--- src/hdl/fvh_pkg.sv ---
// Shared types, widths and constants of the formation velocity and heading block.
`timescale 1ns / 1ps
package fvh_pkg;

  localparam int POS_W   = 16;
  localparam int GAIN_W  = 8;
  localparam int CNT_W   = 2;
  localparam int SPD_W   = 15;
  localparam int HEAD_W  = 16;
  localparam int IDX_W   = 3;
  localparam int CFG_W   = 16;
  localparam int SUM_W   = 19;
  localparam int XY_W    = 30;
  localparam int Z_W     = 34;
  localparam int INV_K_W = 30;
  localparam int PROD_W  = (XY_W - 1) + INV_K_W;
  localparam int ATAN_LEN = 24;

  // Reciprocal of the converged rotation gain, scaled by 2^30.
  localparam logic [INV_K_W-1:0] INV_K = 30'd652032874;

  // Half a turn in angle units where 2^32 is a full turn.
  localparam logic signed [Z_W-1:0] Z_HALF_TURN = 34'sh080000000;

  localparam logic signed [Z_W-1:0] ATAN_TAB [ATAN_LEN] = '{
    34'sd536870912, 34'sd316933406, 34'sd167458907, 34'sd85004756,
    34'sd42667331,  34'sd21354465,  34'sd10679838,  34'sd5340245,
    34'sd2670163,   34'sd1335087,   34'sd667544,    34'sd333772,
    34'sd166886,    34'sd83443,     34'sd41722,     34'sd20861,
    34'sd10430,     34'sd5215,      34'sd2608,      34'sd1304,
    34'sd652,       34'sd326,       34'sd163,       34'sd81
  };

  typedef enum logic [IDX_W-1:0] {
    REG_NEIGHBOR_COUNT = 3'd0,
    REG_GAIN           = 3'd1,
    REG_OFFSET_X1      = 3'd2,
    REG_OFFSET_Y1      = 3'd3,
    REG_OFFSET_X2      = 3'd4,
    REG_OFFSET_Y2      = 3'd5,
    REG_DEAD_ZONE      = 3'd6,
    REG_SPEED_LIMIT    = 3'd7
  } reg_idx_t;

  typedef struct packed {
    logic [CNT_W-1:0]         neighbor_count;
    logic [GAIN_W-1:0]        gain;
    logic signed [POS_W-1:0]  offset_x1;
    logic signed [POS_W-1:0]  offset_y1;
    logic signed [POS_W-1:0]  offset_x2;
    logic signed [POS_W-1:0]  offset_y2;
    logic [SPD_W-1:0]         dead_zone;
    logic [SPD_W-1:0]         speed_limit;
  } cfg_t;

  typedef struct packed {
    logic signed [POS_W-1:0] own_x;
    logic signed [POS_W-1:0] own_y;
    logic signed [POS_W-1:0] first_x;
    logic signed [POS_W-1:0] first_y;
    logic signed [POS_W-1:0] second_x;
    logic signed [POS_W-1:0] second_y;
    logic                    start_flag;
  } pos_t;

  typedef struct packed {
    logic signed [XY_W-1:0] x;
    logic signed [XY_W-1:0] y;
    logic signed [Z_W-1:0]  z;
    logic                   zero;
    logic                   start;
  } rot_t;

  typedef struct packed {
    logic              drive_enable;
    logic [SPD_W-1:0]  speed;
    logic [HEAD_W-1:0] heading;
  } cmd_t;

  function automatic logic signed [SUM_W-1:0] ext_sum(input logic signed [POS_W-1:0] v);
    return SUM_W'(v);
  endfunction

endpackage

--- src/hdl/fvh_cordic.sv ---
// Vectoring rotation pipeline, one register stage per micro-rotation.
`timescale 1ns / 1ps
module fvh_cordic #(
  parameter int STAGES = 16
) (
  input  logic          clk,
  input  logic          rst_n,
  input  logic          in_valid,
  output logic          in_ready,
  input  fvh_pkg::rot_t in_data,
  output logic          out_valid,
  input  logic          out_ready,
  output fvh_pkg::rot_t out_data
);
  import fvh_pkg::*;

  rot_t            st_r [STAGES];
  logic [STAGES-1:0] v_r;
  wire  [STAGES-1:0] rdy;

  for (genvar i = 0; i < STAGES; i++) begin : g_stage
    rot_t prev;
    logic prev_v;
    rot_t nxt;
    logic signed [XY_W-1:0] xs, ys;

    if (i == 0) begin : g_first
      assign prev   = in_data;
      assign prev_v = in_valid;
    end else begin : g_rest
      assign prev   = st_r[i-1];
      assign prev_v = v_r[i-1];
    end

    if (i == STAGES - 1) begin : g_last
      assign rdy[i] = !v_r[i] || out_ready;
    end else begin : g_mid
      assign rdy[i] = !v_r[i] || rdy[i+1];
    end

    // Shifts are arithmetic, so they round towards minus infinity.
    assign xs = prev.x >>> i;
    assign ys = prev.y >>> i;

    always_comb begin
      nxt = prev;
      if (prev.y > 0) begin
        nxt.x = prev.x + ys;
        nxt.y = prev.y - xs;
        nxt.z = prev.z + ATAN_TAB[i];
      end else begin
        nxt.x = prev.x - ys;
        nxt.y = prev.y + xs;
        nxt.z = prev.z - ATAN_TAB[i];
      end
    end

    always_ff @(posedge clk) begin
      if (!rst_n) begin
        v_r[i] <= 1'b0;
      end else if (rdy[i]) begin
        v_r[i] <= prev_v;
      end
    end

    always_ff @(posedge clk) begin
      if (rdy[i] && prev_v) begin
        st_r[i] <= nxt;
      end
    end
  end

  assign in_ready  = rdy[0];
  assign out_valid = v_r[STAGES-1];
  assign out_data  = st_r[STAGES-1];

endmodule

--- config.mk ---
export PLATFORM = sky130hd
export DESIGN_NAME = fvh_cordic
export DESIGN_NICKNAME = d
export VERILOG_FILES = /design/src/hdl/fvh_pkg.sv /design/src/hdl/fvh_cordic.sv
export SDC_FILE = /design/constraint.sdc
export NUM_CORES = 2
export LEC_CHECK = 0
export BUFFER_PORTS_ARGS = -buffer_cell sky130_fd_sc_hd__buf_4
export CAP_MARGIN = 40
export CORE_MARGIN = 2
export CORE_UTILIZATION = 47
export DETAILED_ROUTE_END_ITERATION = 10
export PLACE_DENSITY_LB_ADDON = 0.05
export SETUP_SLACK_MARGIN = 0.15
export SLEW_MARGIN = 20
export SYNTH_ARGS = -nofsm -noshare
export SYNTH_HDL_FRONTEND = slang
export SYNTH_SLANG_ARGS = --single-unit
--- constraint.sdc ---
create_clock -name clk -period 13.6 [get_ports clk]
set_clock_uncertainty 0.1 [all_clocks]
set_input_delay 2.04 -clock clk [delete_from_list [all_inputs] [get_ports clk]]
set_output_delay 2.04 -clock clk [all_outputs]
set_load 0.01 [all_outputs]
==> out/metrics.csv <==
stage;metric;value;unit
clock_tree;numCtsBuffers;193;
drt;drt_first_pass_iters;7;
global_route;grt_use_total;25.30;%
layout;multi_input_area;81230;um2
yosys;ys_types;114;
clock_tree;cts.clk_slew.worst_paths;0.06;ns
yosys;synth_area;130800;um2
layout;ff_latch_area;46410;um2
sta;postLayoutSetupSlackWorst;6.329;ns
global_route;overflow;0;
global_route;antenna_found_initial;8;
power;max-vdd-ir-drop;0.1038;mV
drt;drt_wl_total;369900;um
sta;max_slew.worst_pin.slew;0.9366;ns
setup_path;worstSetupEndpointType;register;
clock_tree;clk_latency;0.86;ns
yosys;ys_seq_area_share;35.49;%
power;power_density;108.3;nW/um2
power;finalPower;15.56;mW
sta;hold_viol;0;
floorplan;pin_count;198;
sta;post-route-period-util;53.46;%
sta;tns;0;ns
setup_path;startpoint_type;register;
yosys;ys_ff_latch;1551;
floorplan;die_h;531.5;um
placement;dp_hpwl;297600;um
yosys;synth_ff_type;edfxtp_1;
layout;nNetsFinal;15670;
layout;fillers;25390;
clock_tree;cts_hold_buf;0;
global_route;grt_pass1_vias;102600;
clock_tree;cts_tree;done;
floorplan;core-area;276700;um2
floorplan;fp.dieW;531.5;um
global_route;grt_pass1_wl;576400;um
clock_tree;post-cts-setup-buffer-count;0;
sta;setup_viol;0;
clock_tree;cts_max_level;4;
yosys;synthArstFlopShare;0;%
drt;ant_nets;0;
drt;detail_route.wl_per_cell;20.64;um
yosys;syn_inst;13760;
min_path;worstHoldPathType;register to register;
yosys;synth_edf_count;1535;
yosys;synth_fp_nets;15370;
drt;drc_errors;0;
setup_path;required;14.16;ns
sta;fmax;0.1375;GHz
yosys;yosysWarnings;0;
yosys;syn_avg_cell_area;9.501;um2
global_route;grt_max_degree;74;
drt;viasPerCell;5.860;
floorplan;initial_core_util;47.25;%
setup_path;arrival;7.83;ns
layout;area_growth;9.854;%
clock_tree;cts.sinks;1551;
clock_tree;clockBufferDepth;4;
drt;drt-initial-drc-count;7126;
clock_tree;cts_root_buf;clkbuf_16;
setup_path;critPathMaxFanout;35;
floorplan;rows;193;
floorplan;dieArea;282500;um2
placement;post-place-ws;6.331;ns
placement;gp_congestion;0.9892;
sta;slew_viol_final;0;
sta;period_minus_slack;7.271;ns
placement;io_buffers;197;
sta;rsz0062_at_grt;no;
placement;placed_cells;17550;
drt;dr_total_vias;105000;
setup_path;crit_type;register to register;
layout;finalNonFillerCells;17920;
status;status;complete, no violations;
power;leakage;57.86;nW
sta;max-slew-margin-rel;35.95;%
layout;drive_gt1_share;5.694;%
job;maxCapViolations;0;
clock_tree;post_cts_resize_count;0;
==> synth_stat cells, drive strengths merged, types with 218 or more instances <==
master	count	area, um2
nand2	878	3306
edfxtp	1535	46090
o21ai	819	4106
inv	676	2537
a21oi	1246	6243
nor3	347	1758
nand3	275	1399
xnor2	1225	10780
a21o	578	4339
ha	1460	18270
xor2	537	4703
o21a	218	1637
nor2	1107	4210
==> critical path, cell delays in order, from the launching register on <==
cell	delay (ns)
edfxtp_1	0.45
or4_4	0.59
or4_4	0.50
nor3b_4	0.29
and2_4	0.21
nand3_4	0.12
nor2b_2	0.21
buf_4	0.28
inv_1	0.57
buf_4	0.47
ha_1	0.34
nor2b_1	0.14
o21a_1	0.17
o21ai_0	0.39
a2111oi_0	0.31
a211oi_2	0.45
o21ai_1	0.19
a221o_1	0.36
o31ai_1	0.31
or4b_1	0.46
o311ai_0	0.11
==> final timing paths <==
check | start | end | slack [ns] | depth (start not counted)
setup / recovery | st_r[0][720]$_DFFE_PP_ | st_r[1][32]$_DFFE_PP_ | 6.33 | 20
setup reg to reg | st_r[0][720]$_DFFE_PP_ | st_r[1][32]$_DFFE_PP_ | 6.33 | 20
hold / removal | st_r[0][96]$_DFFE_PP_ | st_r[0][192]$_DFFE_PP_ | 0.31 | 0
hold reg to reg | st_r[0][96]$_DFFE_PP_ | st_r[0][192]$_DFFE_PP_ | 0.31 | 0
==> cells in the final DEF, fill, tap and decap left out, types with 69 or more instances in the layout <==
cell type	instances
clkbuf_16	196
o31ai_1	190
and3_1	129
nand4_1	97
o21ai_0	810
nor4_1	120
xor2_1	537
a21o_1	578
nor3_1	344
a21boi_0	82
o21a_1	218
nor2b_1	185
buf_4	275
ha_1	1460
or3_1	132
nand3_1	272
and2_1	82
or2_2	76
o21bai_1	170
a21oi_1	1241
nor2_1	1097
nand2_1	876
xnor2_1	1221
a211oi_1	171
edfxtp_1	1535
nand2b_1	168
o41ai_1	69
o211ai_1	72
a31oi_1	109
inv_1	672
==> routing by layer <==
layer | share of wire (%) | track usage [%] | vias to the layer above
met1 | 44 | 32.32 | 50030
met5 | 0.0054 | 0 | -
li1 | - | - | 52010
met4 | 4.2 | 9.557 | 2
met2 | 48 | 43.66 | 2361
met3 | 4.3 | 2.979 | 606
==> where the power goes <==
| part | internal [mW] | total (mW) | switching (mW) |
|---|---|---|---|
| Combinational | 1.81 | 4.42 | 2.61 |
| Clock | 3.11 | 5.20 | 2.09 |
| Sequential | 5.69 | 5.95 | 0.257 |
| Total | 10.6 | 15.6 | 4.95 |
==> registers in the layout, summed over array words and instances (netlist names) <==
register,flops
st_r,1535
out_valid,1
g_stage.prev_v,15
==> through the flow <==
step / hold slack (ns) / utilization [%] / area [um2]
final: 0.3137 / 51.91 / 143700
after global routing: 0.3247 / 51.91 / 143700
after CTS: 0.3109 / 51.82 / 143400
after detailed placement: 0.3045 / 49.53 / 137100
after global placement: 0.3012 / 49.47 / 136900
after floorplan: 0.3003 / - / 130800
==> cells by family after synthesis <==
group                      Yosys count  share of synthesized area (%)
buffers and inverters              884                          2.589
muxes                               33                         0.2641
xor gates and xnor gates          1762                          11.84
DFF                               1551                          35.49
and+or+nand+nor                   3823                          14.40
adders and majority gates         1509                          14.72
AOI/OAI and AO/OA                 4202                          20.69
==> cell type report <==
type                    count  share of cell area (%)
multi-input cells       11330                   56.55
flip-flops and latches   1551                   32.31
clock buffers             235                   3.537
well taps                3705                   3.227
inverters                 682                   1.790
repair buffers            299                   1.706
clock inverters           113                  0.8736
diodes                      7                 0.01219
Note: power is estimated with default switching activity, not from simulation.
