File: src/hdl/fvh_pkg.sv
// Shared types, widths and constants of the formation velocity and heading block.
`timescale 1ns / 1ps
package fvh_pkg;

  localparam int POS_W   = 16;
  localparam int GAIN_W  = 8;
  localparam int CNT_W   = 2;
  localparam int SPD_W   = 15;
  localparam int HEAD_W  = 16;
  localparam int IDX_W   = 3;
  localparam int CFG_W   = 16;
  localparam int SUM_W   = 19;
  localparam int XY_W    = 30;
  localparam int Z_W     = 34;
  localparam int INV_K_W = 30;
  localparam int PROD_W  = (XY_W - 1) + INV_K_W;
  localparam int ATAN_LEN = 24;

  // Reciprocal of the converged rotation gain, scaled by 2^30.
  localparam logic [INV_K_W-1:0] INV_K = 30'd652032874;

  // Half a turn in angle units where 2^32 is a full turn.
  localparam logic signed [Z_W-1:0] Z_HALF_TURN = 34'sh080000000;

  localparam logic signed [Z_W-1:0] ATAN_TAB [ATAN_LEN] = '{
    34'sd536870912, 34'sd316933406, 34'sd167458907, 34'sd85004756,
    34'sd42667331,  34'sd21354465,  34'sd10679838,  34'sd5340245,
    34'sd2670163,   34'sd1335087,   34'sd667544,    34'sd333772,
    34'sd166886,    34'sd83443,     34'sd41722,     34'sd20861,
    34'sd10430,     34'sd5215,      34'sd2608,      34'sd1304,
    34'sd652,       34'sd326,       34'sd163,       34'sd81
  };

  typedef enum logic [IDX_W-1:0] {
    REG_NEIGHBOR_COUNT = 3'd0,
    REG_GAIN           = 3'd1,
    REG_OFFSET_X1      = 3'd2,
    REG_OFFSET_Y1      = 3'd3,
    REG_OFFSET_X2      = 3'd4,
    REG_OFFSET_Y2      = 3'd5,
    REG_DEAD_ZONE      = 3'd6,
    REG_SPEED_LIMIT    = 3'd7
  } reg_idx_t;

  typedef struct packed {
    logic [CNT_W-1:0]         neighbor_count;
    logic [GAIN_W-1:0]        gain;
    logic signed [POS_W-1:0]  offset_x1;
    logic signed [POS_W-1:0]  offset_y1;
    logic signed [POS_W-1:0]  offset_x2;
    logic signed [POS_W-1:0]  offset_y2;
    logic [SPD_W-1:0]         dead_zone;
    logic [SPD_W-1:0]         speed_limit;
  } cfg_t;

  typedef struct packed {
    logic signed [POS_W-1:0] own_x;
    logic signed [POS_W-1:0] own_y;
    logic signed [POS_W-1:0] first_x;
    logic signed [POS_W-1:0] first_y;
    logic signed [POS_W-1:0] second_x;
    logic signed [POS_W-1:0] second_y;
    logic                    start_flag;
  } pos_t;

  typedef struct packed {
    logic signed [XY_W-1:0] x;
    logic signed [XY_W-1:0] y;
    logic signed [Z_W-1:0]  z;
    logic                   zero;
    logic                   start;
  } rot_t;

  typedef struct packed {
    logic              drive_enable;
    logic [SPD_W-1:0]  speed;
    logic [HEAD_W-1:0] heading;
  } cmd_t;

  function automatic logic signed [SUM_W-1:0] ext_sum(input logic signed [POS_W-1:0] v);
    return SUM_W'(v);
  endfunction

endpackage

File: src/hdl/fvh_vector.sv
// Neighbour error summation, gain scaling and half-plane pre-rotation, two register stages.
`timescale 1ns / 1ps
module fvh_vector #(
  parameter int MAX_NEIGHBORS = 2
) (
  input  logic          clk,
  input  logic          rst_n,
  input  fvh_pkg::cfg_t cfg,
  input  logic          in_valid,
  output logic          in_ready,
  input  fvh_pkg::pos_t in_data,
  output logic          out_valid,
  input  logic          out_ready,
  output fvh_pkg::rot_t out_data
);
  import fvh_pkg::*;

  logic                    a_valid_r;
  logic signed [SUM_W-1:0] a_sumx_r;
  logic signed [SUM_W-1:0] a_sumy_r;
  logic                    a_start_r;
  logic                    b_valid_r;
  rot_t                    b_data_r;
  logic                    a_ready;
  logic                    b_ready;

  logic                    use1;
  logic                    use2;
  logic signed [SUM_W-1:0] d1x, d1y, d2x, d2y;
  logic signed [SUM_W-1:0] sumx_nxt, sumy_nxt;
  logic signed [XY_W-1:0]  sx_e, sy_e, gain_e, px, py;
  rot_t                    b_data_nxt;

  assign b_ready  = !b_valid_r || out_ready;
  assign a_ready  = !a_valid_r || b_ready;
  assign in_ready = a_ready;

  // Neighbour count saturates at the number of neighbour ports in use.
  assign use1 = (cfg.neighbor_count != '0);
  assign use2 = (MAX_NEIGHBORS >= 2) && (cfg.neighbor_count >= CNT_W'(2));

  always_comb begin
    d1x = ext_sum(in_data.first_x) - ext_sum(in_data.own_x) + ext_sum(cfg.offset_x1);
    d1y = ext_sum(in_data.first_y) - ext_sum(in_data.own_y) + ext_sum(cfg.offset_y1);
    d2x = ext_sum(in_data.second_x) - ext_sum(in_data.own_x) + ext_sum(cfg.offset_x2);
    d2y = ext_sum(in_data.second_y) - ext_sum(in_data.own_y) + ext_sum(cfg.offset_y2);
    sumx_nxt = (use1 ? d1x : '0) + (use2 ? d2x : '0);
    sumy_nxt = (use1 ? d1y : '0) + (use2 ? d2y : '0);
  end

  always_comb begin
    sx_e   = XY_W'(a_sumx_r);
    sy_e   = XY_W'(a_sumy_r);
    gain_e = $signed({{(XY_W - GAIN_W){1'b0}}, cfg.gain});
    px     = sx_e * gain_e;
    py     = sy_e * gain_e;
    b_data_nxt.zero  = (px == '0) && (py == '0);
    b_data_nxt.start = a_start_r;
    if (px < 0) begin
      b_data_nxt.x = -px;
      b_data_nxt.y = -py;
      b_data_nxt.z = (py >= 0) ? Z_HALF_TURN : -Z_HALF_TURN;
    end else begin
      b_data_nxt.x = px;
      b_data_nxt.y = py;
      b_data_nxt.z = '0;
    end
  end

  always_ff @(posedge clk) begin
    if (!rst_n) begin
      a_valid_r <= 1'b0;
      b_valid_r <= 1'b0;
    end else begin
      if (a_ready) begin
        a_valid_r <= in_valid;
      end
      if (b_ready) begin
        b_valid_r <= a_valid_r;
      end
    end
  end

  always_ff @(posedge clk) begin
    if (a_ready && in_valid) begin
      a_sumx_r  <= sumx_nxt;
      a_sumy_r  <= sumy_nxt;
      a_start_r <= in_data.start_flag;
    end
    if (b_ready && a_valid_r) begin
      b_data_r <= b_data_nxt;
    end
  end

  assign out_valid = b_valid_r;
  assign out_data  = b_data_r;

endmodule

File: config.mk
export PLATFORM = sky130hd
export DESIGN_NAME = fvh_vector
export DESIGN_NICKNAME = d
export VERILOG_FILES = /design/src/hdl/fvh_pkg.sv /design/src/hdl/fvh_vector.sv
export SDC_FILE = /design/constraint.sdc
export NUM_CORES = 1
export LEC_CHECK = 0
export BUFFER_PORTS_ARGS = -buffer_cell sky130_fd_sc_hd__buf_2
export CAP_MARGIN = 0
export CORE_MARGIN = 3
export CORE_UTILIZATION = 40
export CTS_CLUSTER_SIZE = 10
export DETAILED_ROUTE_END_ITERATION = 10
export MAX_ROUTING_LAYER = met4
export PLACE_DENSITY_LB_ADDON = 0.12
export SKIP_LAST_GASP = 1
export SLEW_MARGIN = 20
export SYNTH_ARGS = -nofsm -noshare
export SYNTH_HDL_FRONTEND = slang
export SYNTH_SLANG_ARGS = --single-unit
File: constraint.sdc
create_clock -name clk -period 10 [get_ports clk]
set_input_delay 2 -clock clk [delete_from_list [all_inputs] [get_ports clk]]
set_output_delay 2 -clock clk [all_outputs]
set_load 0.02 [all_outputs]
==> impl_results.md <==
- Run status: finished, final reports clean
- First-pass GRT wire length: between 80 and 90 mm
- Yosys cell types: a little over 80
- Clock Latency Late Sink: around 380 ps
- Asr flop ratio synth: 0
- Final-layout fill cell count: 5498
- Relative slew slack: 0.339
- Largest net degree at the start of global routing: 65
- Multi-input logic area: 16700 um^2
- Post-Synth Adder-Cell Area: 0.395
- Synthesized flop and latch total: roughly 110
- Post-route ant nets: 0
- Core area: about 55000 um^2
- Routed WL: ~51 mm
- Synthesized instance count: 2626
- Area Overhead vs Synth: 9.56%
- CTS buffer count: 9
- Ys Warns: 0
- # rows: 86
- Share of cells above drive strength 1: 0.104
- Min cycle time layout: just over 8000 ps
- Netlist Area Pre-Place: roughly 23000 um^2
- Io pins: between 300 and 400
- Seq. cell area: roughly 3100 um^2
- Maximum clock frequency: approximately 120 MHz
- Maxcap violations: 0
- Register area share after synthesis: 0.139
- Clock Path Buffers: 2
- Final setup viols: 0
- Worst Setup End Kind: register
- Final net count: about 3600
- # resized after CTS: 0
- Mux cell area share after synthesis: 0.00178
- CTS HTree Levels: 3
- Dominant synthesized flop cell: edfxtp_1
- Largest family of logic cells by synthesized area: adder cells
- Drt first pass iters: 7
- Overflow after GRT: 0
- CTS clk-pin slew, worst paths: around 70 ps
- GRT Overall Usage: 0.181
- Number of synthesized flops with an enable pin: 103
- Worst hold path type: register to register
- GP Congestion: 0.843
- Hpwl dp: approximately 43 mm
- Starting Density: 0.406
- Fin. Hold Viols: 0
- Vias in the first global route: ~18000
- Die area: 59200 um^2
- Vias: 16937
- Data arrival, critical path: roughly 8400 ps
- Worst-path fanout max: 38
- Post-CTS setup buffers: 0
- Die Height: about 240 um
- Worst-Margin Slew: 991 ps
- Post-Synth Simple-Gate Area: 0.172
- Setup tns final: 0 ps
- Startpoint types: primary input
- Setup Crit Path Kind: primary input to register
- Compound-Gate Fraction of Synth Area: 0.101
- Die W: between 200 and 250 um
- Fin crit share: 0.824
- Root Buffer: clkbuf_16
- Synth Area per Inst: ~8.6 um^2
- Clk_skew: 15.7 ps
- Number of DRC markers in iteration 0: between 700 and 800
- WL/cell: around 14 um
- Post-Synth XOR/XNOR Area: 0.0629
- Cts hold-fix bufs: 0
- Port bufs: 241
- Initial antenna violation count: 1
- CTS tree: built
- DRC violations left: 0
- Clk sink count: approximately 110
- RSZ-0062 raised after global routing: no
- Drt via density: between 4 and 5
- Required @ worst endpoint: between 10000 and 15000 ps
- Slew Limit Fails: 0
placed cells by master, fill, tap and decap left out, drive strengths merged, types with 14 or more instances in the layout:
cell and count:
edfxtp 103, ha 222, fa 306, buf 246, xor2 65, o21bai 20
nand2b 15, a211oi 19, nor3 49, o31ai 14, a21o 38, nor2 125
and2 186, nand2 223, and3 17, nand3 39, nor2b 17, xnor2 96
o21ai 72, a21oi 82, inv 643, conb 33
synthesized netlist by cell type, types with 32 or more instances:
cell / count / share of area
edfxtp_1: 103 / 0.14
nor2_1: 125 / 0.021
o21ai_0: 66 / 0.015
fa_1: 306 / 0.27
buf_4: 32 / 0.011
clkbuf_1: 52 / 0.0087
inv_1: 641 / 0.11
nand3_1: 39 / 0.0087
nand2_1: 223 / 0.037
a21o_1: 38 / 0.013
nor3_1: 49 / 0.011
xnor2_1: 96 / 0.037
and2_1: 186 / 0.052
a21oi_1: 81 / 0.018
xor2_1: 64 / 0.025
ha_1: 222 / 0.12
through the flow:
step           hold WS, ps  worst slack (ps)  cell area, um^2   util  cells
3_3_place_gp           418              1450            24400  0.440   3565
4_1_cts                444              1750            24700  0.445   3581
2_1_floorplan          400              2080            22600      -   2658
3_5_place_dp           427              1370            24400  0.440   3565
6_report               438              1760            24700  0.445   3582
5_1_grt                448              1280            24700  0.445   3582
worst paths after layout:
check | from | end | slack [ps] | depth (start not counted)
max reg2reg | a_sumy_r[4] | out_data[63] | 3470 | 19
min reg2reg | a_start_r | out_data[0] | 440 | 0
max | cfg[95] | out_data[63] | 1760 | 20
min | a_start_r | out_data[0] | 440 | 0
logic make-up after synthesis:
kind of cell / Yosys count
AND/OR/NAND/NOR: 759
XOR/XNOR: 161
AO/OA/AOI/OAI: 339
other: 1
adder cells (fa/ha/maj): 528
buffers and inverters: 729
multiplexers: 4
flip-flops: 105
worst max-delay path: stages:
cell and delay (ps):
buf_2 660, nand2_1 170, fa_1 570, inv_1 60
fa_1 460, fa_1 490, inv_1 60, fa_1 530
inv_1 50, ha_1 380, or2_1 160, o21ai_0 110
o31ai_1 460, nand3_1 180, a31o_2 280, a21oi_1 290
xor2_1 170, or4b_2 720, o41ai_2 400, xor2_1 110
sequential cells by signal (all words and copies together) (netlist names):
name	flops
out_valid	1
a_sumy_r	19
a_start_r	1
out_data	64
a_valid_r	1
a_sumx_r	19
layout make-up:
class                   count  share of cell area
diodes                      1            0.000101
clock buffers               9             0.00913
clock inverters             7             0.00269
inverters                 642              0.0977
multi-input cells        1824               0.675
flip-flops and latches    105               0.127
well taps                 748              0.0379
repair buffers            246              0.0504
per-layer routing:
layer  share of wire  global-route usage  wire [um]
met4          0.0090              0.0302        458
met1            0.52               0.263      26500
met2            0.43               0.281      21900
met3           0.036              0.0150       1810
met5               0                   -          0
Power is left out: the tool's default activity adds up to more than one toggle a clock period on the data nets, which glitch-free logic cannot reach.
