--- src/hdl/fvh_pkg.sv ---
// Shared types, widths and constants of the formation velocity and heading block.
`timescale 1ns / 1ps
package fvh_pkg;

  localparam int POS_W   = 16;
  localparam int GAIN_W  = 8;
  localparam int CNT_W   = 2;
  localparam int SPD_W   = 15;
  localparam int HEAD_W  = 16;
  localparam int IDX_W   = 3;
  localparam int CFG_W   = 16;
  localparam int SUM_W   = 19;
  localparam int XY_W    = 30;
  localparam int Z_W     = 34;
  localparam int INV_K_W = 30;
  localparam int PROD_W  = (XY_W - 1) + INV_K_W;
  localparam int ATAN_LEN = 24;

  // Reciprocal of the converged rotation gain, scaled by 2^30.
  localparam logic [INV_K_W-1:0] INV_K = 30'd652032874;

  // Half a turn in angle units where 2^32 is a full turn.
  localparam logic signed [Z_W-1:0] Z_HALF_TURN = 34'sh080000000;

  localparam logic signed [Z_W-1:0] ATAN_TAB [ATAN_LEN] = '{
    34'sd536870912, 34'sd316933406, 34'sd167458907, 34'sd85004756,
    34'sd42667331,  34'sd21354465,  34'sd10679838,  34'sd5340245,
    34'sd2670163,   34'sd1335087,   34'sd667544,    34'sd333772,
    34'sd166886,    34'sd83443,     34'sd41722,     34'sd20861,
    34'sd10430,     34'sd5215,      34'sd2608,      34'sd1304,
    34'sd652,       34'sd326,       34'sd163,       34'sd81
  };

  typedef enum logic [IDX_W-1:0] {
    REG_NEIGHBOR_COUNT = 3'd0,
    REG_GAIN           = 3'd1,
    REG_OFFSET_X1      = 3'd2,
    REG_OFFSET_Y1      = 3'd3,
    REG_OFFSET_X2      = 3'd4,
    REG_OFFSET_Y2      = 3'd5,
    REG_DEAD_ZONE      = 3'd6,
    REG_SPEED_LIMIT    = 3'd7
  } reg_idx_t;

  typedef struct packed {
    logic [CNT_W-1:0]         neighbor_count;
    logic [GAIN_W-1:0]        gain;
    logic signed [POS_W-1:0]  offset_x1;
    logic signed [POS_W-1:0]  offset_y1;
    logic signed [POS_W-1:0]  offset_x2;
    logic signed [POS_W-1:0]  offset_y2;
    logic [SPD_W-1:0]         dead_zone;
    logic [SPD_W-1:0]         speed_limit;
  } cfg_t;

  typedef struct packed {
    logic signed [POS_W-1:0] own_x;
    logic signed [POS_W-1:0] own_y;
    logic signed [POS_W-1:0] first_x;
    logic signed [POS_W-1:0] first_y;
    logic signed [POS_W-1:0] second_x;
    logic signed [POS_W-1:0] second_y;
    logic                    start_flag;
  } pos_t;

  typedef struct packed {
    logic signed [XY_W-1:0] x;
    logic signed [XY_W-1:0] y;
    logic signed [Z_W-1:0]  z;
    logic                   zero;
    logic                   start;
  } rot_t;

  typedef struct packed {
    logic              drive_enable;
    logic [SPD_W-1:0]  speed;
    logic [HEAD_W-1:0] heading;
  } cmd_t;

  function automatic logic signed [SUM_W-1:0] ext_sum(input logic signed [POS_W-1:0] v);
    return SUM_W'(v);
  endfunction

endpackage

--- src/hdl/fvh_scale.sv ---
// Gain correction, rounding, dead zone and clamp, heading rounding; ends in the output register.
`timescale 1ns / 1ps
module fvh_scale (
  input  logic          clk,
  input  logic          rst_n,
  input  fvh_pkg::cfg_t cfg,
  input  logic          in_valid,
  output logic          in_ready,
  input  fvh_pkg::rot_t in_data,
  output logic          out_valid,
  input  logic          out_ready,
  output fvh_pkg::cmd_t out_data
);
  import fvh_pkg::*;

  localparam int SHIFT = 38;
  localparam int RAW_W = PROD_W + 1 - SHIFT;

  logic              m_valid_r;
  logic [PROD_W-1:0] m_prod_r;
  logic [HEAD_W-1:0] m_head_r;
  logic              m_zero_r;
  logic              m_start_r;
  logic              f_valid_r;
  cmd_t              f_data_r;
  logic              m_ready;
  logic              f_ready;

  logic [XY_W-2:0]   x_pos;
  logic [PROD_W-1:0] prod_nxt;
  logic [Z_W-1:0]    z_round;
  logic [PROD_W:0]   rnd_sum;
  logic [RAW_W-1:0]  spd_raw;
  logic [SPD_W-1:0]  spd_sat;
  cmd_t              f_data_nxt;

  assign f_ready  = !f_valid_r || out_ready;
  assign m_ready  = !m_valid_r || f_ready;
  assign in_ready = m_ready;

  always_comb begin
    x_pos    = (in_data.x < 0) ? '0 : in_data.x[XY_W-2:0];
    prod_nxt = PROD_W'(x_pos) * PROD_W'(INV_K);
    // Round the angle half up to units of 2^16 per turn, keep sixteen bits.
    z_round  = in_data.z + Z_W'(32768);
  end

  // Both half-up roundings fold into one add: 2^29 for the gain step, 128 << 30 for Q8.8.
  always_comb begin
    rnd_sum = {1'b0, m_prod_r} + (PROD_W + 1)'(39'h2020000000);
    spd_raw = rnd_sum[PROD_W:SHIFT];
    spd_sat = (spd_raw > RAW_W'({SPD_W{1'b1}})) ? {SPD_W{1'b1}} : spd_raw[SPD_W-1:0];
    if (!m_start_r) begin
      f_data_nxt = '0;
    end else begin
      f_data_nxt.drive_enable = 1'b1;
      f_data_nxt.heading      = m_zero_r ? '0 : m_head_r;
      if (spd_sat < cfg.dead_zone) begin
        f_data_nxt.speed = '0;
      end else if (spd_sat > cfg.speed_limit) begin
        f_data_nxt.speed = cfg.speed_limit;
      end else begin
        f_data_nxt.speed = spd_sat;
      end
    end
  end

  always_ff @(posedge clk) begin
    if (!rst_n) begin
      m_valid_r <= 1'b0;
      f_valid_r <= 1'b0;
    end else begin
      if (m_ready) begin
        m_valid_r <= in_valid;
      end
      if (f_ready) begin
        f_valid_r <= m_valid_r;
      end
    end
  end

  always_ff @(posedge clk) begin
    if (m_ready && in_valid) begin
      m_prod_r  <= prod_nxt;
      m_head_r  <= z_round[31:16];
      m_zero_r  <= in_data.zero;
      m_start_r <= in_data.start;
    end
    if (f_ready && m_valid_r) begin
      f_data_r <= f_data_nxt;
    end
  end

  assign out_valid = f_valid_r;
  assign out_data  = f_data_r;

endmodule

--- config.mk ---
export PLATFORM = sky130hd
export DESIGN_NAME = fvh_scale
export DESIGN_NICKNAME = d
export VERILOG_FILES = /design/src/hdl/fvh_pkg.sv /design/src/hdl/fvh_scale.sv
export SDC_FILE = /design/constraint.sdc
export NUM_CORES = 1
export LEC_CHECK = 0
export BUFFER_PORTS_ARGS = -buffer_cell sky130_fd_sc_hd__buf_2
export CAP_MARGIN = 25
export CELL_PAD_IN_SITES_DETAIL_PLACEMENT = 1
export CELL_PAD_IN_SITES_GLOBAL_PLACEMENT = 1
export CORE_MARGIN = 5
export CORE_UTILIZATION = 50
export CTS_BUF_LIST = sky130_fd_sc_hd__clkbuf_4 sky130_fd_sc_hd__clkbuf_8
export CTS_CLUSTER_DIAMETER = 60
export CTS_CLUSTER_SIZE = 12
export DETAILED_ROUTE_END_ITERATION = 10
export PLACE_DENSITY = 0.95
export SLEW_MARGIN = 10
export SYNTH_ARGS = -nofsm -noshare
export SYNTH_HDL_FRONTEND = slang
export SYNTH_SLANG_ARGS = --single-unit
--- constraint.sdc ---
create_clock -name clk -period 23.3 [get_ports clk]
set_input_delay 1.165 -clock clk [delete_from_list [all_inputs] [get_ports clk]]
set_output_delay 1.165 -clock clk [all_outputs]
set_load 0.01 [all_outputs]
==> reports/results.ini, run 1 <==
[worst_setup_path]
worst_ep_required_time_ns = 23.41
rr_startpoint = m_prod_r[30]$_DFFE_PP_
setup.worst_path.end = m_prod_r[53]$_DFFE_PP_
r2r_setup_slack_ns = 18.27
start_kind = input port
worstSetupPathType = in -> reg
r2r_cells = 15
r2r-end = out_data[25]$_SDFFCE_PP0P_
end_kind = flop
startpoint = in_data[95]
arrival_ns = 10.44
cp_max_fo = 43

[timing]
fmax_mhz = 96.8
drv_slew = 0
layout_min_cycle_time_ns = 10.33
rsz0062_at_grt = no
period_share = 0.443
tns_ns = 0
finalSetupViolations = 0
tightest_slew_ns = 0.985
hold_violations = 0
relSlewSlack = 0.342
finalClockSkew_ns = 0.0216

[global_route]
grt_start_max_net_pins = 49
grt_pass1_vias = 19000
grt_pass1_wl_mm = 110
grtUsageTotal = 0.326
antenna_found_initial = 3
grt.overflow.total = 0

[logic_synthesis]
ys_seq_area_frac = 0.119
async_flop_share = 0
syn_nets = 2910
synth-simple-area-share = 0.0631
ys_warn_count = 0
synth_top_family_by_area = adder cells
synthMostInstantiatedCell = inv_1
synthCells = 1947
synth_mux_area_frac = 0.00245
synthXorXnorAreaFrac = 0.0291
synth.distinct_cells = 58
synth_largest_area_cell = fa_1
synth_edf_count = 80
synth_seq_cells = 82
synth_top_area_frac = 0.393
synth_flop_cell = edfxtp_1
syn_area_per_cell_um2 = 10.5
synthAdderAreaFrac = 0.612
synthTopCellsByCount = inv_1, fa_1, ha_1
synth-compound-area-share = 0.0650
netlist_top_cells_area = fa_1, ha_1, edfxtp_1
netlist_area_um2 = 20500

[floorplanning]
die_area_um2 = 45100
die_w_um = 212
rows = 74
coreArea_um2 = 40600
io_pins = 238
start_util = 0.503
die_y_um = 212

[clocking]
tritoncts = built
clock_latency_ns = 0.39
cts_buffer_depth = 2
htreeDepth = 3
clock_sinks = 82
numCtsBuffers = 9
cts_resized = 0
path_clk_slew_ns = 0.10
cts_setup_buffers = 0
cts_root_buffer = clkbuf_8
hold_buffers = 0

[place]
hpwlAfterDp_mm = 62.9
routabilityCongestion = 1.00
io_buffers = 116
placed_area_um2 = 21700

[layout]
layout.nets = 3026
drive_gt1_frac = 0.0769
nFillCells = 4478
fin_area_um2 = 21900
area_delta_synth_final_pct = 7.04
final_core_util = 0.539

[route]
wl_met1_mm = 23.8
drtIter0Drc = 1417
top_layer = met5
first_pass_iters = 7
drcViolationCount = 0
via_per_inst = 6.00
wl_met2_mm = 36.9
wl_per_cell_um = 27.8
postRouteAntennaNets = 0
vias = 15600
dr_wl_met3_mm = 5.12
wl_mm = 72.3

[hold_path]
hold_path.class = reg -> reg

[outcome]
status = finished clean

[job]
maxCapViolCount = 0

per-stage QoR:
stage / hold WS [ns] / setup WS [ns] / std cells
4_1_cts: 0.548 / 13.18 / 2599
6_report: 0.542 / 12.97 / 2601
3_5_place_dp: 0.516 / 12.94 / 2583
3_3_place_gp: 0.488 / 13.39 / 2582
5_1_grt: 0.562 / 12.74 / 2601
2_1_floorplan: 0.463 / 14.79 / 1947
cells in the final DEF (no fill, tap or decap), types with 3 or more instances in the layout:
master and count:
nand3_1 28, a21oi_1 59, o211ai_1 7, nand2_1 47, a31oi_1 5, o21bai_1 7
ha_1 357, buf_2 116, nand2b_1 25, edfxtp_1 80, a311oi_2 5, and2_1 27
a21boi_0 4, nor3_1 13, and3_1 12, fa_1 402, a2111oi_0 3, a311oi_1 8
mux2i_1 5, o21ai_0 27, buf_4 6, a21o_1 24, nor2b_1 19, xnor2_1 48
xor2_1 20, inv_1 573, o21a_1 13, nor4_1 3, o21ai_2 3, nor2_1 51
and4_1 4, clkbuf_8 9, nand4_1 15
how the worst min path moves through the flow:
stage,startpoint,to,slack (ns),cells after the start
floorplan,m_start_r$_DFFE_PP_,out_data[31]$_DFFE_PP_,0.46,0
global placement,m_valid_r$_SDFFE_PN0N_,out_valid$_SDFFE_PN0P_,0.49,1
detailed placement,m_head_r[1]$_DFFE_PP_,out_data[1]$_SDFFCE_PP0P_,0.52,1
CTS,m_head_r[8]$_DFFE_PP_,out_data[8]$_SDFFCE_PP0P_,0.55,1
global route,m_head_r[5]$_DFFE_PP_,out_data[5]$_SDFFCE_PP0P_,0.56,1
finish,m_head_r[15]$_DFFE_PP_,out_data[15]$_SDFFCE_PP0P_,0.54,1
flip-flops by register name (all words and copies together), names as in the netlist:
register and cells:
m_head_r 16, m_start_r 1, out_valid 1, m_zero_r 1, m_valid_r 1, out_data 32, m_prod_r 30
layout make-up:
type / count / area [um2] / area share
multi-input combinational: 1273 / 15800 / 0.721
timing repair buffer: 124 / 673 / 0.0307
sequential: 82 / 2440 / 0.112
clock inverter: 6 / 50.0 / 0.00229
antenna: 1 / 2.50 / 0.000114
clock buffer: 10 / 131 / 0.00600
tap: 532 / 666 / 0.0304
inverter: 573 / 2150 / 0.0982
metal layers:
metal  vias up  GRT usage
li1       6331          -
met1      7967      0.344
met2       874      0.580
met3       433     0.0688
met4         4      0.226
met5         -          0
critical path, cell delays in order:
cell and delay [ns]:
buf_2 0.58, nand2b_1 0.53, inv_1 0.44, ha_1 0.54, inv_1 0.10, fa_1 0.59, fa_1 0.50, fa_1 0.45
fa_1 0.57, inv_1 0.07, fa_1 0.47, fa_1 0.59, inv_1 0.08, fa_1 0.57, inv_1 0.07, ha_1 0.36
a21oi_1 0.33, o211ai_1 0.20, a31oi_1 0.24, o21ai_0 0.20, o311ai_0 0.80, nand3_1 0.29, a21oi_1 0.35, o21ai_0 0.17
xor2_1 0.17
kinds of logic (layout without fill, tap and decap cells):
| kind of cell | count (synthesis) | in the layout |
|---|---|---|
| AO/OA/AOI/OAI | 190 | 190 |
| other | 0 | 1 |
| multiplexers | 5 | 5 |
| XOR/XNOR | 68 | 68 |
| AND/OR/NAND/NOR | 251 | 251 |
| flip-flops | 82 | 82 |
| buffers and inverters | 592 | 713 |
| adder cells (fa/ha/maj) | 759 | 759 |
Power of run 1 is not shown: default switching activity piles up to over one toggle a cycle in this logic, so the estimate is an artifact.
==> run 2: changes to the inputs <==
- ABC_AREA: not set -> 1
- CORE_UTILIZATION: 50 -> 44
- PLACE_DENSITY: 0.95 -> 0.9
- clock period: 23.3 -> 9.2 ns (I/O delays scaled with it)
==> run 2 against run 1 <==
  * Synthesized cell count grew 20%
  * Critical path depth grew 3
  * Clock skew shrank 0.0074 ns
  * Die area grew 19%
  * Synthesized area grew 5.2%
  * Cell count grew 19%
  * Core utilization shrank 6.2 points
  * Count of clock-buffer cells in the layout shrank 1
  * Flip-flop and latch count is the same
  * Sequential share of layout area shrank 0.62 points
  * Critical path type unchanged
  * Highest routed layer is now met4
==> reports/results.ini, run 2 <==
[outcome]
status = finished clean

[logic_synthesis]
synth.distinct_cells = 46
synth-compound-area-share = 0.0584
synth_mux_area_frac = 0
synth_seq_cells = 82
synth_edf_count = 80
synth_flop_cell = edfxtp_1
async_flop_share = 0
syn_area_per_cell_um2 = 9.24
synthXorXnorAreaFrac = 0.0256
ys_seq_area_frac = 0.113
synthTopCellsByCount = inv_1, fa_1, ha_1
synth-simple-area-share = 0.0981
syn_nets = 3293
synth_top_family_by_area = adder cells
netlist_top_cells_area = fa_1, ha_1, inv_1
synthMostInstantiatedCell = inv_1
synthCells = 2330
ys_warn_count = 0
netlist_area_um2 = 21500
synth_top_area_frac = 0.374
synth_largest_area_cell = fa_1
synthAdderAreaFrac = 0.581

[timing]
relSlewSlack = 0.340
period_share = 0.921
tightest_slew_ns = 0.988
tns_ns = 0
finalSetupViolations = 0
rsz0062_at_grt = no
finalClockSkew_ns = 0.0142
drv_slew = 0
hold_violations = 0
fmax_mhz = 118
layout_min_cycle_time_ns = 8.47

[route]
wl_mm = 66.8
first_pass_iters = 5
drtIter0Drc = 852
vias = 16300
wl_per_cell_um = 21.6
drcViolationCount = 0
postRouteAntennaNets = 0
via_per_inst = 5.29

[place]
hpwlAfterDp_mm = 60.5
io_buffers = 116
placed_area_um2 = 22900
routabilityCongestion = 0.977

[job]
maxCapViolCount = 0

[worst_setup_path]
end_kind = flop
worst_ep_required_time_ns = 9.32
cp_num_buf_inv = 9
rr_startpoint = m_prod_r[43]$_DFFE_PP_
worstSetupPathType = in -> reg
r2r_cells = 23
cp_slowest_cell = fa_1
crit_cells = 28
r2r_setup_slack_ns = 5.13
arrival_ns = 8.59
crit_family = adder cells
cp_max_fo = 18
r2r-end = out_data[25]$_SDFFCE_PP0P_
start_kind = input port
critPathMaxStageDelay_ns = 0.59

[layout]
area_delta_synth_final_pct = 7.75
multi_input_area_um2 = 16400
register_area_um2 = 2440
fin_area_um2 = 23200
layout.nets = 3424
mostFrequentLayoutCell = inv_1
nFillCells = 5684
final_cell_mix = inv_1, fa_1, ha_1
drive_gt1_frac = 0.0718
antenna_cells = 0
largest_reg_flops = 32

[clocking]
numCtsBuffers = 9
tritoncts = built
cts_root_buffer = clkbuf_8
cts_setup_buffers = 0
htreeDepth = 3
cts_resized = 0
clock_latency_ns = 0.37
hold_buffers = 0
clock_sinks = 82
path_clk_slew_ns = 0.09
cts_buffer_depth = 2

[hold_path]
hold_path.class = in -> reg
worstHoldPathCells = 1
worst_hold_path.endpoint = m_start_r$_DFFE_PP_
hp-start = in_data[0]

[floorplanning]
die_y_um = 231
coreArea_um2 = 48600
start_util = 0.442
die_area_um2 = 53400
rows = 81
io_pins = 238
die_w_um = 231

[global_route]
grtUsageTotal = 0.254
grt_pass1_wl_mm = 105
grt_start_max_net_pins = 49
antenna_found_initial = 0
grt_pass1_vias = 19300
grt.overflow.total = 0

==> run 2: how the worst max path moves through the flow <==
stage | slack (ns) | end | startpoint
floorplan | 1.71 | m_prod_r[48]$_DFFE_PP_ | in_data[95]
global route | 0.42 | m_prod_r[48]$_DFFE_PP_ | in_data[95]
global placement | 0.69 | m_prod_r[49]$_DFFE_PP_ | in_data[95]
detailed placement | 0.40 | m_prod_r[50]$_DFFE_PP_ | in_data[95]
finish | 0.73 | m_prod_r[50]$_DFFE_PP_ | in_data[95]
CTS | 0.80 | m_prod_r[50]$_DFFE_PP_ | in_data[95]
==> run 2: area by class of cell <==
| cell class | count | area share |
|---|---|---|
| clock inverters | 7 | 0.00480 |
| flip-flops and latches | 82 | 0.105 |
| inverters | 693 | 0.112 |
| clock buffers | 9 | 0.00534 |
| well taps | 622 | 0.0336 |
| repair buffers | 129 | 0.0298 |
| multi-input cells | 1546 | 0.709 |
==> run 2: metrics by stage <==
step | utilization | hold WS, ns | cells | worst slack (ns)
2_1_floorplan | - | 0.447 | 2330 | 1.71
4_1_cts | 0.476 | 0.246 | 3087 | 0.801
3_5_place_dp | 0.472 | 0.543 | 3071 | 0.398
5_1_grt | 0.477 | 0.256 | 3088 | 0.421
6_report | 0.477 | 0.275 | 3088 | 0.726
3_3_place_gp | 0.472 | 0.508 | 3071 | 0.687
==> run 2: cells by family after synthesis <==
| kind of cell | count (synthesis) |
|---|---|
| flip-flops | 82 |
| AO/OA/AOI/OAI | 217 |
| XOR/XNOR | 63 |
| adder cells (fa/ha/maj) | 759 |
| buffers and inverters | 702 |
| AND/OR/NAND/NOR | 507 |
==> run 2: worst register-to-register path, delay by kind of cell, from the launching register on <==
kind / cells / cell delay, ns
compound gates: 6 / 1.13
buf+inv: 2 / 0.36
simple gates: 14 / 1.59
fa+ha+maj: 1 / 0.36
flops: 1 / 0.40
==> run 2: metal layers <==
layer	track usage	part of all wire
met5	0	0
met4	0.0923	0.043
met3	0.0454	0.058
met2	0.462	0.51
met1	0.302	0.39
Power of run 2 is left out for the same reason.
==> run 3: changes to the inputs <==
- CORE_UTILIZATION: 44 -> 43
- CTS_BUF_LIST: sky130_fd_sc_hd__clkbuf_4 sky130_fd_sc_hd__clkbuf_8 -> not set
- PLACE_DENSITY: 0.9 -> 0.89
==> run 3 against run 2 <==
  * Non-clock buffer count rose by 2
  * Fmax rose by 2.3%
  * Critical path type unchanged
  * Worst hold slack improved by 0.0083 ns
  * Count of clock-buffer cells in the layout did not move
  * Sequential share of layout area fell by 0.085 points
  * Critical endpoint is now m_prod_r[48]$_DFFE_PP_
  * Via count rose by 1.1%
  * Flip-flop and latch count did not move
  * Cell count rose by 1.7%
  * Design area rose by 0.81%
  * Critical path depth rose by 5
  * Register-to-register slack improved by 0.02 ns
  * First-iteration DRC count fell by 2.7%
==> reports/results.ini, run 3 (synthesized netlist as in run 2, its figures left out) <==
[outcome]
status = finished clean

[timing]
finalSetupViolations = 0
finalClockSkew_ns = 0.00940
period_share = 0.900
rsz0062_at_grt = no
drv_slew = 0
tightest_slew_ns = 0.702
hold_violations = 0
fin_ws_ns = 0.919
fmax_mhz = 121
tns_ns = 0
relSlewSlack = 0.525
layout_min_cycle_time_ns = 8.28

[route]
drcViolationCount = 0
drtIter0Drc = 829
vias = 16500
first_pass_iters = 5
wl_mm = 67.7
via_per_inst = 5.27
wl_per_cell_um = 21.5
postRouteAntennaNets = 0

[floorplanning]
coreArea_um2 = 49900
die_area_um2 = 54600
start_util = 0.432
die_w_um = 234
die_y_um = 234
io_pins = 238
rows = 82

[worst_setup_path]
cp_max_fo = 13
worstSetupPathType = in -> reg
end_kind = flop
start_kind = input port
cp_slowest_cell = fa_1
critPathMaxStageDelay_ns = 0.64
arrival_ns = 8.38
cpMostUsedCell = inv_1
worst_ep_required_time_ns = 9.30

[place]
post-place-ws_ns = 0.644
routabilityCongestion = 0.975
io_buffers = 116
placed_area_um2 = 23000
hpwlAfterDp_mm = 61.3
place_inst = 3122

[global_route]
antenna_found_initial = 1
grt.overflow.total = 0
grt_start_max_net_pins = 49
grt_pass1_wl_mm = 107
grt_pass1_vias = 19600
grtUsageTotal = 0.254

[layout]
drive_gt1_frac = 0.0721
area_delta_synth_final_pct = 8.63
fin_area_um2 = 23400
layout.cells.non_filler = 3140
mostFrequentLayoutCell = inv_1
antenna_cells = 0
largest_reg_flops = 32
layout.nets = 3426
nFillCells = 5875
final_cell_mix = inv_1, fa_1, ha_1

[hold_path]
hold_path.class = in -> reg

[clocking]
path_clk_slew_ns = 0.07
cts_root_buffer = clkbuf_16
numCtsBuffers = 9
clock_latency_ns = 0.35
tritoncts = built
cts_resized = 0
htreeDepth = 3
cts_buffer_depth = 2
hold_buffers = 0
cts_setup_buffers = 0
clock_sinks = 82

[job]
maxCapViolCount = 0

## run 3: changes by cell type in the layout (fill, tap and decap cells not counted)
cell        before  now
clkbuf_16        0    9
clkbuf_8         9    0
buf_16           0    1
buf_4           12   13
clkinv_1         0    1
clkinv_4         2    1
clkinv_8         1    0
clkinvlp_4       0    1
inv_6            2    1
inv_8            0    1
## run 3: worst paths after layout
| check | from | to | slack (ns) | cells after the start |
|---|---|---|---|---|
| worst max-delay path | in_data[95] | m_prod_r[48]$_DFFE_PP_ | 0.92 | 33 |
| worst min-delay path | in_data[1] | m_zero_r$_DFFE_PP_ | 0.28 | 1 |
| worst min register to register | m_valid_r$_SDFFE_PN0N_ | out_valid$_SDFFE_PN0P_ | 0.54 | 2 |
| worst max register to register | m_prod_r[37]$_DFFE_PP_ | out_data[26]$_SDFFCE_PP0P_ | 5.15 | 18 |
## run 3: metal layers
layer,part of all wire,vias to the layer above,wire [um],GRT usage
li1,-,7410,-,-
met1,0.38,8375,25600,0.293
met2,0.50,535,34100,0.458
met3,0.061,212,4100,0.0487
met4,0.056,2,3820,0.118
met5,0.00019,-,13,0
## run 3: layout make-up
cell class	instances	area [um2]	share of cell area
clock buffer	9	225	0.00963
clock inverter	7	100	0.00428
inverter	693	2600	0.111
multi-input combinational	1546	16400	0.703
sequential	82	2440	0.104
tap	672	841	0.0360
timing repair buffer	131	726	0.0310
## run 3: stage by stage
step           hold WS [ns]   util
3_5_place_dp          0.534  0.461
2_1_floorplan         0.447      -
4_1_cts               0.279  0.468
6_report              0.283  0.469
5_1_grt               0.282  0.469
3_3_place_gp          0.509  0.461
## run 3: critical path, delay by kind of cell
kind | cells | cell delay [ns]
adders and majority gates | 9 | 4.20
buffers and inverters | 11 | 1.32
AOI/OAI and AO/OA | 6 | 1.23
and+or+nand+nor | 7 | 1.15
Power of run 3 is left out for the same reason.
